**config.mk**
```make
export PLATFORM = sky130hd
export DESIGN_NAME = stepper_ramp_pulse_generator
export DESIGN_NICKNAME = d
export VERILOG_FILES = /design/src/rtl/srpg_pkg.sv /design/src/rtl/stepper_ramp_pulse_generator.sv
export VERILOG_INCLUDE_DIRS = /design/src /design/src/rtl
export SDC_FILE = /design/constraint.sdc
export NUM_CORES = 2
export LEC_CHECK = 0
export BUFFER_PORTS_ARGS = -buffer_cell sky130_fd_sc_hd__buf_2
export CAP_MARGIN = 10
export CORE_MARGIN = 4
export CORE_UTILIZATION = 35
export CTS_BUF_LIST = sky130_fd_sc_hd__clkbuf_8
export DETAILED_ROUTE_END_ITERATION = 10
export PLACE_DENSITY = 0.49
export RECOVER_POWER = 25
export SLEW_MARGIN = 20
export SYNTH_ARGS = -nofsm -noshare
export SYNTH_HDL_FRONTEND = slang
export SYNTH_SLANG_ARGS = --single-unit
```
**constraint.sdc**
```tcl
create_clock -name clock -period 10.3 [get_ports clock]
set_input_delay 2.06 -clock clock [delete_from_list [all_inputs] [get_ports clock]]
set_output_delay 2.06 -clock clock [all_outputs]
set_load 0.03 [all_outputs]
```
**src/rtl/stepper_ramp_pulse_generator_assert.svh**
```systemverilog
// Assertion macros for the stepper ramp pulse generator.
`ifndef STEPPER_RAMP_PULSE_GENERATOR_ASSERT_SVH
`define STEPPER_RAMP_PULSE_GENERATOR_ASSERT_SVH

`ifndef SYNTH
// Same-cycle implication, checked outside reset.
`define SRPG_ASSERT_SAME(lbl, clk, rst, ante, cons) \
   lbl: assert property (@(posedge clk) disable iff (rst) (ante) |-> (cons)) \
      else $error("assertion failed");
// Next-cycle implication, checked outside reset.
`define SRPG_ASSERT_NEXT(lbl, clk, rst, ante, cons) \
   lbl: assert property (@(posedge clk) disable iff (rst) (ante) |=> (cons)) \
      else $error("assertion failed");
`else
`define SRPG_ASSERT_SAME(lbl, clk, rst, ante, cons)
`define SRPG_ASSERT_NEXT(lbl, clk, rst, ante, cons)
`endif

`endif

```
**src/rtl/srpg_pkg.sv**
```systemverilog
// Shared types and constants of the stepper ramp pulse generator.
`timescale 1ns / 1ps
`default_nettype none

package srpg_pkg;

   localparam int SPEED_W  = 24;
   localparam int CFG_W    = 16;
   localparam int ACTION_W = 3;
   localparam int CSR_IDX_W = 2;

   localparam int DEFAULT_SPEED_FRAC_BITS = 8;
   localparam int DEFAULT_TIME_WIDTH      = 32;

   // 60e6 / 2: half the microseconds in a minute, for the half period of one step.
   localparam int unsigned RPM_HALF_US = 30000000;
   localparam int RPM_HALF_W = 25;

   localparam logic [CFG_W-1:0] TICK_PERIOD_RESET = 16'd100;
   localparam logic [CFG_W-1:0] PULSES_REV_RESET  = 16'd200;
   localparam logic [CFG_W-1:0] ACCEL_STEP_RESET  = 16'd0;
   localparam logic             CONTINUOUS_RESET  = 1'b1;

   typedef enum logic [ACTION_W-1:0] {
      ACT_TICK  = 3'd0,
      ACT_START = 3'd1,
      ACT_HOLD  = 3'd2,
      ACT_STOP  = 3'd3,
      ACT_SET   = 3'd4
   } action_type;

   typedef enum logic [CSR_IDX_W-1:0] {
      CSR_TICK_PERIOD = 2'd0,
      CSR_PULSES_REV  = 2'd1,
      CSR_ACCEL_STEP  = 2'd2,
      CSR_CONTINUOUS  = 2'd3
   } csr_reg_type;

endpackage

`default_nettype wire

```
**src/rtl/stepper_ramp_pulse_generator.sv**
```systemverilog
// Stepper ramp pulse generator: one request in, one pin/speed snapshot out.
// The req channel carries an action (tick, start, hold, stop, set speed) and
// a Q16.8 signed target speed. Each request yields exactly one response on
// the rsp channel with the enable, direction and step pin levels, the ramped
// speed and the running flag as they stand after the request.
// The csr channel writes tick period, pulses per revolution, acceleration
// step and continuous mode and is always ready. The user must see that it
// is written only while idle; the block itself does not enforce this.
// Commands and idle ticks pass through the execute and output states. A
// tick that moves the motor at nonzero speed also passes the multiply,
// divide and compare states; in the divide state the one-bit-per-cycle
// restoring divider forms the step half period. One request is in work at
// a time, so a new request is taken only once the last has left the output state.
// A finished response waits in an output register, so the next request is
// accepted while the receiver stalls; a new response waits for that
// register to be taken. Synchronous reset loads the register defaults,
// stops the motor with the driver disabled and drops any pending response.
`timescale 1ns / 1ps
`default_nettype none
`include "stepper_ramp_pulse_generator_assert.svh"

module stepper_ramp_pulse_generator #(
   parameter int SPEED_FRAC_BITS = srpg_pkg::DEFAULT_SPEED_FRAC_BITS,
   parameter int TIME_WIDTH      = srpg_pkg::DEFAULT_TIME_WIDTH
) (
   input  wire logic                               clock,
   input  wire logic                               reset,
   input  wire logic                               req_valid,
   output logic                                    req_ready,
   input  wire logic [srpg_pkg::ACTION_W-1:0]      req_action,
   input  wire logic signed [srpg_pkg::SPEED_W-1:0] req_speed_value,
   output logic                                    rsp_valid,
   input  wire logic                               rsp_ready,
   output logic                                    rsp_enable_level,
   output logic                                    rsp_direction_level,
   output logic                                    rsp_pulse_level,
   output logic signed [srpg_pkg::SPEED_W-1:0]     rsp_current_speed,
   output logic                                    rsp_is_running,
   input  wire logic                               csr_valid,
   output logic                                    csr_ready,
   input  wire logic [srpg_pkg::CSR_IDX_W-1:0]     csr_index,
   input  wire logic [srpg_pkg::CFG_W-1:0]         csr_wdata
);
   import srpg_pkg::*;

   localparam int NUM_W  = RPM_HALF_W + SPEED_FRAC_BITS;
   localparam int DEN_W  = CFG_W + SPEED_W;
   localparam int CNT_W  = $clog2(NUM_W);
   localparam int WIDE_W = (NUM_W > TIME_WIDTH) ? NUM_W : TIME_WIDTH;
   localparam logic [NUM_W-1:0] HALF_NUM = NUM_W'(RPM_HALF_US) << SPEED_FRAC_BITS;
   localparam logic [TIME_WIDTH-1:0] TIME_MAX = {TIME_WIDTH{1'b1}};

   typedef enum logic [5:0] {
      ST_IDLE = 6'b000001,
      ST_EXEC = 6'b000010,
      ST_MULT = 6'b000100,
      ST_DIV  = 6'b001000,
      ST_CMP  = 6'b010000,
      ST_OUT  = 6'b100000
   } state_type;

   state_type state_ff, state_in;

   logic [CFG_W-1:0] tick_period_ff, tick_period_in;
   logic [CFG_W-1:0] pulses_rev_ff, pulses_rev_in;
   logic [CFG_W-1:0] accel_step_ff, accel_step_in;
   logic             continuous_ff, continuous_in;

   logic                      running_ff, running_in;
   logic signed [SPEED_W-1:0] speed_now_ff, speed_now_in;
   logic signed [SPEED_W-1:0] speed_goal_ff, speed_goal_in;
   logic [TIME_WIDTH-1:0]     elapsed_ff, elapsed_in;
   logic                      enable_pin_ff, enable_pin_in;
   logic                      direction_pin_ff, direction_pin_in;
   logic                      pulse_pin_ff, pulse_pin_in;

   logic [ACTION_W-1:0]       action_ff, action_in;
   logic signed [SPEED_W-1:0] speed_val_ff, speed_val_in;
   logic [DEN_W-1:0]          den_ff, den_in;
   logic [DEN_W-1:0]          rem_ff, rem_in;
   logic [NUM_W-1:0]          quot_ff, quot_in;
   logic [CNT_W-1:0]          cnt_ff, cnt_in;

   logic                      rsp_valid_ff, rsp_valid_in;
   logic                      rsp_enable_ff, rsp_enable_in;
   logic                      rsp_direction_ff, rsp_direction_in;
   logic                      rsp_pulse_ff, rsp_pulse_in;
   logic signed [SPEED_W-1:0] rsp_speed_ff, rsp_speed_in;
   logic                      rsp_running_ff, rsp_running_in;

   // Ramp and accumulator arithmetic for a tick.
   logic signed [SPEED_W:0]   now_x, goal_x, accel_x, speed_up, speed_dn;
   logic signed [SPEED_W-1:0] speed_ramp;
   logic [TIME_WIDTH:0]       elapsed_sum;
   logic [TIME_WIDTH-1:0]     elapsed_tick;
   logic [SPEED_W-1:0]        speed_mag;
   logic [DEN_W:0]            trial, trial_diff;
   logic                      trial_ge;
   logic [WIDE_W-1:0]         quot_wide;
   logic [TIME_WIDTH-1:0]     wait_time;

   always_comb begin
      now_x    = {speed_now_ff[SPEED_W-1], speed_now_ff};
      goal_x   = {speed_goal_ff[SPEED_W-1], speed_goal_ff};
      accel_x  = signed'({{(SPEED_W+1-CFG_W){1'b0}}, accel_step_ff});
      speed_up = now_x + accel_x;
      speed_dn = now_x - accel_x;
      if (accel_step_ff == '0) begin
         speed_ramp = speed_now_ff;
      end else if (now_x < goal_x) begin
         speed_ramp = (speed_up > goal_x) ? speed_goal_ff : speed_up[SPEED_W-1:0];
      end else if (now_x > goal_x) begin
         speed_ramp = (speed_dn < goal_x) ? speed_goal_ff : speed_dn[SPEED_W-1:0];
      end else begin
         speed_ramp = speed_now_ff;
      end

      elapsed_sum  = {1'b0, elapsed_ff} + (TIME_WIDTH+1)'(tick_period_ff);
      elapsed_tick = elapsed_sum[TIME_WIDTH] ? TIME_MAX : elapsed_sum[TIME_WIDTH-1:0];

      speed_mag = speed_now_ff[SPEED_W-1] ? SPEED_W'(-speed_now_ff) : speed_now_ff;

      // One restoring division step: bring down the next dividend bit.
      trial      = {rem_ff, quot_ff[NUM_W-1]};
      trial_diff = trial - {1'b0, den_ff};
      trial_ge   = (trial >= {1'b0, den_ff});

      quot_wide = WIDE_W'(quot_ff);
      if (den_ff == '0 || quot_wide > WIDE_W'(TIME_MAX)) begin
         wait_time = TIME_MAX;
      end else begin
         wait_time = quot_wide[TIME_WIDTH-1:0];
      end
   end

   always_comb begin
      state_in         = state_ff;
      tick_period_in   = tick_period_ff;
      pulses_rev_in    = pulses_rev_ff;
      accel_step_in    = accel_step_ff;
      continuous_in    = continuous_ff;
      running_in       = running_ff;
      speed_now_in     = speed_now_ff;
      speed_goal_in    = speed_goal_ff;
      elapsed_in       = elapsed_ff;
      enable_pin_in    = enable_pin_ff;
      direction_pin_in = direction_pin_ff;
      pulse_pin_in     = pulse_pin_ff;
      action_in        = action_ff;
      speed_val_in     = speed_val_ff;
      den_in           = den_ff;
      rem_in           = rem_ff;
      quot_in          = quot_ff;
      cnt_in           = cnt_ff;
      rsp_valid_in     = rsp_valid_ff;
      rsp_enable_in    = rsp_enable_ff;
      rsp_direction_in = rsp_direction_ff;
      rsp_pulse_in     = rsp_pulse_ff;
      rsp_speed_in     = rsp_speed_ff;
      rsp_running_in   = rsp_running_ff;

      if (csr_valid) begin
         case (csr_index)
            CSR_TICK_PERIOD: tick_period_in = csr_wdata;
            CSR_PULSES_REV:  pulses_rev_in  = csr_wdata;
            CSR_ACCEL_STEP:  accel_step_in  = csr_wdata;
            CSR_CONTINUOUS:  continuous_in  = csr_wdata[0];
            default: ;
         endcase
      end

      if (rsp_valid_ff && rsp_ready) begin
         rsp_valid_in = 1'b0;
      end

      case (state_ff)
         ST_IDLE: begin
            if (req_valid) begin
               action_in    = req_action;
               speed_val_in = req_speed_value;
               state_in     = ST_EXEC;
            end
         end
         ST_EXEC: begin
            state_in = ST_OUT;
            case (action_ff)
               ACT_TICK: begin
                  if (running_ff && continuous_ff) begin
                     elapsed_in       = elapsed_tick;
                     speed_now_in     = speed_ramp;
                     direction_pin_in = ~speed_ramp[SPEED_W-1];
                     if (speed_ramp != '0) begin
                        state_in = ST_MULT;
                     end
                  end
               end
               ACT_START: begin
                  running_in       = 1'b1;
                  enable_pin_in    = 1'b0;
                  direction_pin_in = 1'b1;
               end
               ACT_HOLD: begin
                  running_in       = 1'b0;
                  speed_now_in     = '0;
                  enable_pin_in    = 1'b0;
                  direction_pin_in = 1'b1;
                  pulse_pin_in     = 1'b0;
               end
               ACT_STOP: begin
                  running_in       = 1'b0;
                  speed_now_in     = '0;
                  enable_pin_in    = 1'b1;
                  direction_pin_in = 1'b0;
                  pulse_pin_in     = 1'b0;
               end
               ACT_SET: begin
                  speed_goal_in = speed_val_ff;
                  if (accel_step_ff == '0) begin
                     speed_now_in = speed_val_ff;
                  end
               end
               default: ;
            endcase
         end
         ST_MULT: begin
            den_in   = DEN_W'(pulses_rev_ff * speed_mag);
            rem_in   = '0;
            quot_in  = HALF_NUM;
            cnt_in   = CNT_W'(NUM_W - 1);
            state_in = ST_DIV;
         end
         ST_DIV: begin
            rem_in  = trial_ge ? trial_diff[DEN_W-1:0] : trial[DEN_W-1:0];
            quot_in = {quot_ff[NUM_W-2:0], trial_ge};
            if (cnt_ff == '0) begin
               state_in = ST_CMP;
            end else begin
               cnt_in = cnt_ff - 1'b1;
            end
         end
         ST_CMP: begin
            if (elapsed_ff >= wait_time) begin
               elapsed_in   = '0;
               pulse_pin_in = ~pulse_pin_ff;
            end
            state_in = ST_OUT;
         end
         ST_OUT: begin
            if (!rsp_valid_ff || rsp_ready) begin
               rsp_valid_in     = 1'b1;
               rsp_enable_in    = enable_pin_ff;
               rsp_direction_in = direction_pin_ff;
               rsp_pulse_in     = pulse_pin_ff;
               rsp_speed_in     = speed_now_ff;
               rsp_running_in   = running_ff;
               state_in         = ST_IDLE;
            end
         end
         default: begin
            state_in = ST_IDLE;
         end
      endcase
   end

   always_ff @(posedge clock) begin
      if (reset) begin
         state_ff         <= ST_IDLE;
         tick_period_ff   <= TICK_PERIOD_RESET;
         pulses_rev_ff    <= PULSES_REV_RESET;
         accel_step_ff    <= ACCEL_STEP_RESET;
         continuous_ff    <= CONTINUOUS_RESET;
         running_ff       <= 1'b0;
         speed_now_ff     <= '0;
         speed_goal_ff    <= '0;
         elapsed_ff       <= '0;
         enable_pin_ff    <= 1'b1;
         direction_pin_ff <= 1'b0;
         pulse_pin_ff     <= 1'b0;
         rsp_valid_ff     <= 1'b0;
      end else begin
         state_ff         <= state_in;
         tick_period_ff   <= tick_period_in;
         pulses_rev_ff    <= pulses_rev_in;
         accel_step_ff    <= accel_step_in;
         continuous_ff    <= continuous_in;
         running_ff       <= running_in;
         speed_now_ff     <= speed_now_in;
         speed_goal_ff    <= speed_goal_in;
         elapsed_ff       <= elapsed_in;
         enable_pin_ff    <= enable_pin_in;
         direction_pin_ff <= direction_pin_in;
         pulse_pin_ff     <= pulse_pin_in;
         rsp_valid_ff     <= rsp_valid_in;
      end
   end

   always_ff @(posedge clock) begin
      action_ff        <= action_in;
      speed_val_ff     <= speed_val_in;
      den_ff           <= den_in;
      rem_ff           <= rem_in;
      quot_ff          <= quot_in;
      cnt_ff           <= cnt_in;
      rsp_enable_ff    <= rsp_enable_in;
      rsp_direction_ff <= rsp_direction_in;
      rsp_pulse_ff     <= rsp_pulse_in;
      rsp_speed_ff     <= rsp_speed_in;
      rsp_running_ff   <= rsp_running_in;
   end

   assign req_ready           = (state_ff == ST_IDLE);
   assign csr_ready           = 1'b1;
   assign rsp_valid           = rsp_valid_ff;
   assign rsp_enable_level    = rsp_enable_ff;
   assign rsp_direction_level = rsp_direction_ff;
   assign rsp_pulse_level     = rsp_pulse_ff;
   assign rsp_current_speed   = rsp_speed_ff;
   assign rsp_is_running      = rsp_running_ff;

   `SRPG_ASSERT_NEXT(a_accept_exec, clock, reset, req_valid && req_ready, state_ff == ST_EXEC)
   `SRPG_ASSERT_SAME(a_dir_sign, clock, reset, state_ff == ST_CMP,
                     direction_pin_ff == !speed_now_ff[SPEED_W-1])
   `SRPG_ASSERT_NEXT(a_stop_off, clock, reset, state_ff == ST_EXEC && action_ff == ACT_STOP,
                     enable_pin_ff && !running_ff && !pulse_pin_ff && speed_now_ff == '0)

endmodule

`default_nettype wire

```
==> flow_metrics.py <==
metrics = {
    "grt": {
        "track_usage_pct": 19.7,
        "first_global_vias": 25593,
        "grt_start_max_net_pins": 97,
        "antenna_found_initial": 2,
        "gr-total-overflow": 0,
        "grt_pass1_wl_um": 153000,
    },
    "synth": {
        "yosysUniqueCellTypes": 93,
        "synth-edff-count": 174,
        "syn_nets": 4349,
        "ys_ff_latch": 314,
        "seq_area_frac_synth_pct": 24.6,
        "ys_warn_count": 0,
        "synth.largest_area_cell": "fa_1",
        "synthArstFlopShare_pct": 0,
        "netlist_top_cells_area": "fa_1, edfxtp_1, ha_1, dfxtp_1, nand2_1",
        "netlist_area_um2": 32700,
        "synthCells": 3681,
        "yosysMostFrequentCell": "nand2_1",
        "synth_top_area_share_pct": 19.0,
        "synth_flop_cell": "edfxtp_1",
        "synth_common_cells": "nand2_1, inv_1, fa_1",
        "avgSynthCellArea_um2": 8.87,
    },
    "sta": {
        "min_period_ns": 9.36,
        "clock_skew_ns": 0.0392,
        "slew_violations": 126,
        "worst_pin_slew_ns": 2.74,
        "grt_setup_unrepaired": "false",
        "holdWs_ns": 0.436,
        "relSlewSlack_pct": -82.5,
        "tns_ns": 0,
        "post-route-period-util_pct": 90.9,
        "setup_violations": 0,
        "max_freq_mhz": 107,
        "report.final.hold_viol_count": 0,
    },
    "place": {
        "gp_congestion": 0.867,
        "hpwl_um": 75000,
        "portBuffers": 79,
        "dpl_cell_area_um2": 34500,
    },
    "detailed_routing": {
        "drc": 0,
        "dr_total_vias": 25634,
        "wl_per_cell_um": 19.4,
        "wl_um": 97600,
        "antenna_left": 0,
        "drt_pass1_iterations": 5,
        "drt-vias-per-instance": 5.10,
        "drtIter0Drc": 1740,
    },
    "critical_path": {
        "crit_type": "reg -> reg",
        "cp_max_fo": 10,
        "crit_start": "speed_now_ff[1]",
        "reg2regPathDepth": 31,
        "worstPathArrival_ns": 9.79,
        "r2r-end": "den_ff[36]",
        "r2r_slack_ns": 0.94,
        "endpoint": "den_ff[36]",
        "r2r_start": "speed_now_ff[1]",
        "slowest_delay_ns": 0.63,
        "cp_common_cell": "fa_1",
        "slowest_stage": "xor2_1",
        "crit_path_start_kind": "register",
        "crit_path_end_kind": "register",
        "critPathRequiredTime_ns": 10.73,
    },
    "pwr": {
        "clkPwrFrac_pct": 38.1,
        "p_int_uw": 2390,
        "p_sw_share_pct": 32.2,
        "p_leak_uw": 0.0160,
        "power_frac_comb_pct": 23.2,
        "peakVddDrop_v": 0.0000871,
        "pwr-share-seq_pct": 38.8,
        "p_sw_uw": 1140,
        "power.density_nw_per_um2": 98.7,
    },
    "floorplanning": {
        "rows": 111,
        "fp.coreArea_um2": 92100,
        "fp.dieW_um": 313,
        "initial_utilization_pct": 35.5,
        "die_area_um2": 98300,
        "ios": 81,
        "die_h_um": 313,
    },
    "layout": {
        "register_area_um2": 8030,
        "syn_to_final_growth_pct": 9.48,
        "finalCoreUtilization_pct": 38.8,
        "multiInputGateArea_um2": 22200,
        "drive_above_1_share_pct": 7.38,
        "design_area_um2": 35800,
        "fillers": 9399,
        "final_nets": 4401,
    },
    "clock_network": {
        "ctsResizeCount": 0,
        "clock-root-buffer": "clkbuf_8",
        "clk_pin_slew_worst_paths_ns": 0.06,
        "postCtsSetupBuffers": 0,
        "clk_path_buf_depth": 3,
        "cts_hold_buf": 0,
        "worstSkewPairLatency_ns": 0.71,
        "ctsHtreeMaxLevel": 2,
        "numCtsBuffers": 60,
        "cts_tree": "built",
        "clock_sinks": 314,
    },
    "outcome": {
        "status": "finished with violations",
        "violations": "max-capacitance violations, max-slew violations",
    },
    "run": {
        "maxCapViolCount": 3,
    },
    "worst_hold_path": {
        "hold_path.class": "reg -> reg",
    },
}
-- routing by layer --
metal	up-vias	share of wire (%)	GRT usage, %	wire, um
met5	-	0	0	0
met4	0	1.9	4.36	1860
met3	101	4.3	2.24	4210
met2	575	46	31.7	44400
met1	12531	48	28.7	47100
li1	12427	-	-	-
-- worst min-delay path by stage --
stage | start | endpoint | slack [ns] | cells past startpoint
6_report | direction_pin_ff | rsp_direction_level | 0.44 | 0
5_1_grt | direction_pin_ff | rsp_direction_level | 0.45 | 0
4_1_cts | enable_pin_ff | rsp_enable_level | 0.44 | 0
3_5_place_dp | enable_pin_ff | rsp_enable_level | 0.42 | 0
3_3_place_gp | direction_pin_ff | rsp_direction_level | 0.42 | 0
2_1_floorplan | direction_pin_ff | rsp_direction_level | 0.41 | 0
-- layout by cell type (no fill, tap or decap), types with 32 or more instances in the layout --
cell      netlist  layout
nand2_1       518     518
inv_1         477     497
fa_1          310     310
ha_1          308     308
nor2_1        245     244
a21oi_1       206     205
and2_1        201     187
edfxtp_1      174     174
dfxtp_1       140     137
o21ai_0       108     107
xnor2_1       105     105
buf_2          14      76
clkbuf_8        0      70
a21o_1         60      60
buf_4           6      52
nand3_1        48      48
a211oi_1       47      47
mux2i_1        43      43
xor2_1         38      38
nand2b_1       36      36
nor3_1         33      32
nor4_1         32      32
-- kinds of logic after synthesis --
kind of cell / Yosys count / share of synthesized area [%]
AND/OR/NAND/NOR: 1266 / 18.5
AO/OA/AOI/OAI: 650 / 13.1
buffers and inverters: 633 / 7.47
adder cells (fa/ha/maj): 618 / 30.8
flip-flops: 314 / 24.6
XOR/XNOR: 143 / 3.83
multiplexers: 56 / 1.77
other: 1 / 0.0115
-- critical path, delay by kind of cell (launching register included) --
kind / cells / cell delay (ns)
buf+inv: 4 / 0.33
flops: 1 / 0.44
simple gates: 7 / 1.54
compound gates: 10 / 2.52
xor+xnor: 2 / 0.71
fa+ha+maj: 8 / 3.57
-- stage by stage --
stage               worst slack, ns  std cells  total power [uW]
floorplan                      1.67       3681              1940
global placement               1.00       4914              2200
detailed placement            0.938       4914              2200
CTS                           0.919       5025              3580
finish                        0.942       5029              3530
global route                  0.221       5027              3710
-- sequential cells by signal, summed over array words and instances (netlist names), 3 cells and up --
signal and cells:
speed_val_ff 24, elapsed_ff 32, rsp_current_speed 24, den_ff 40, pulses_rev_ff 16, action_ff 3
speed_now_ff 24, quot_ff 33, speed_goal_ff 24, state_ff 6, cnt_ff 6, tick_period_ff 16
rem_ff 40, accel_step_ff 16
-- area by class of cell --
cell class / count / share of cell area [%]
well taps: 1243 / 4.35
diodes: 4 / 0.0280
multi-input cells: 2734 / 62.2
clock buffers: 70 / 2.69
inverters: 477 / 5.01
repair buffers: 146 / 2.34
flip-flops and latches: 314 / 22.5
clock inverters: 41 / 0.924
-- power groups by stage --
stage	clock network [uW]	logic [uW]	registers (uW)
after floorplan	0	561	1380
after global placement	0	809	1390
after detailed placement	0	809	1390
after CTS	1400	813	1370
after global routing	1450	895	1370
final	1340	818	1370
Note: power is estimated with default switching activity, not from simulation.
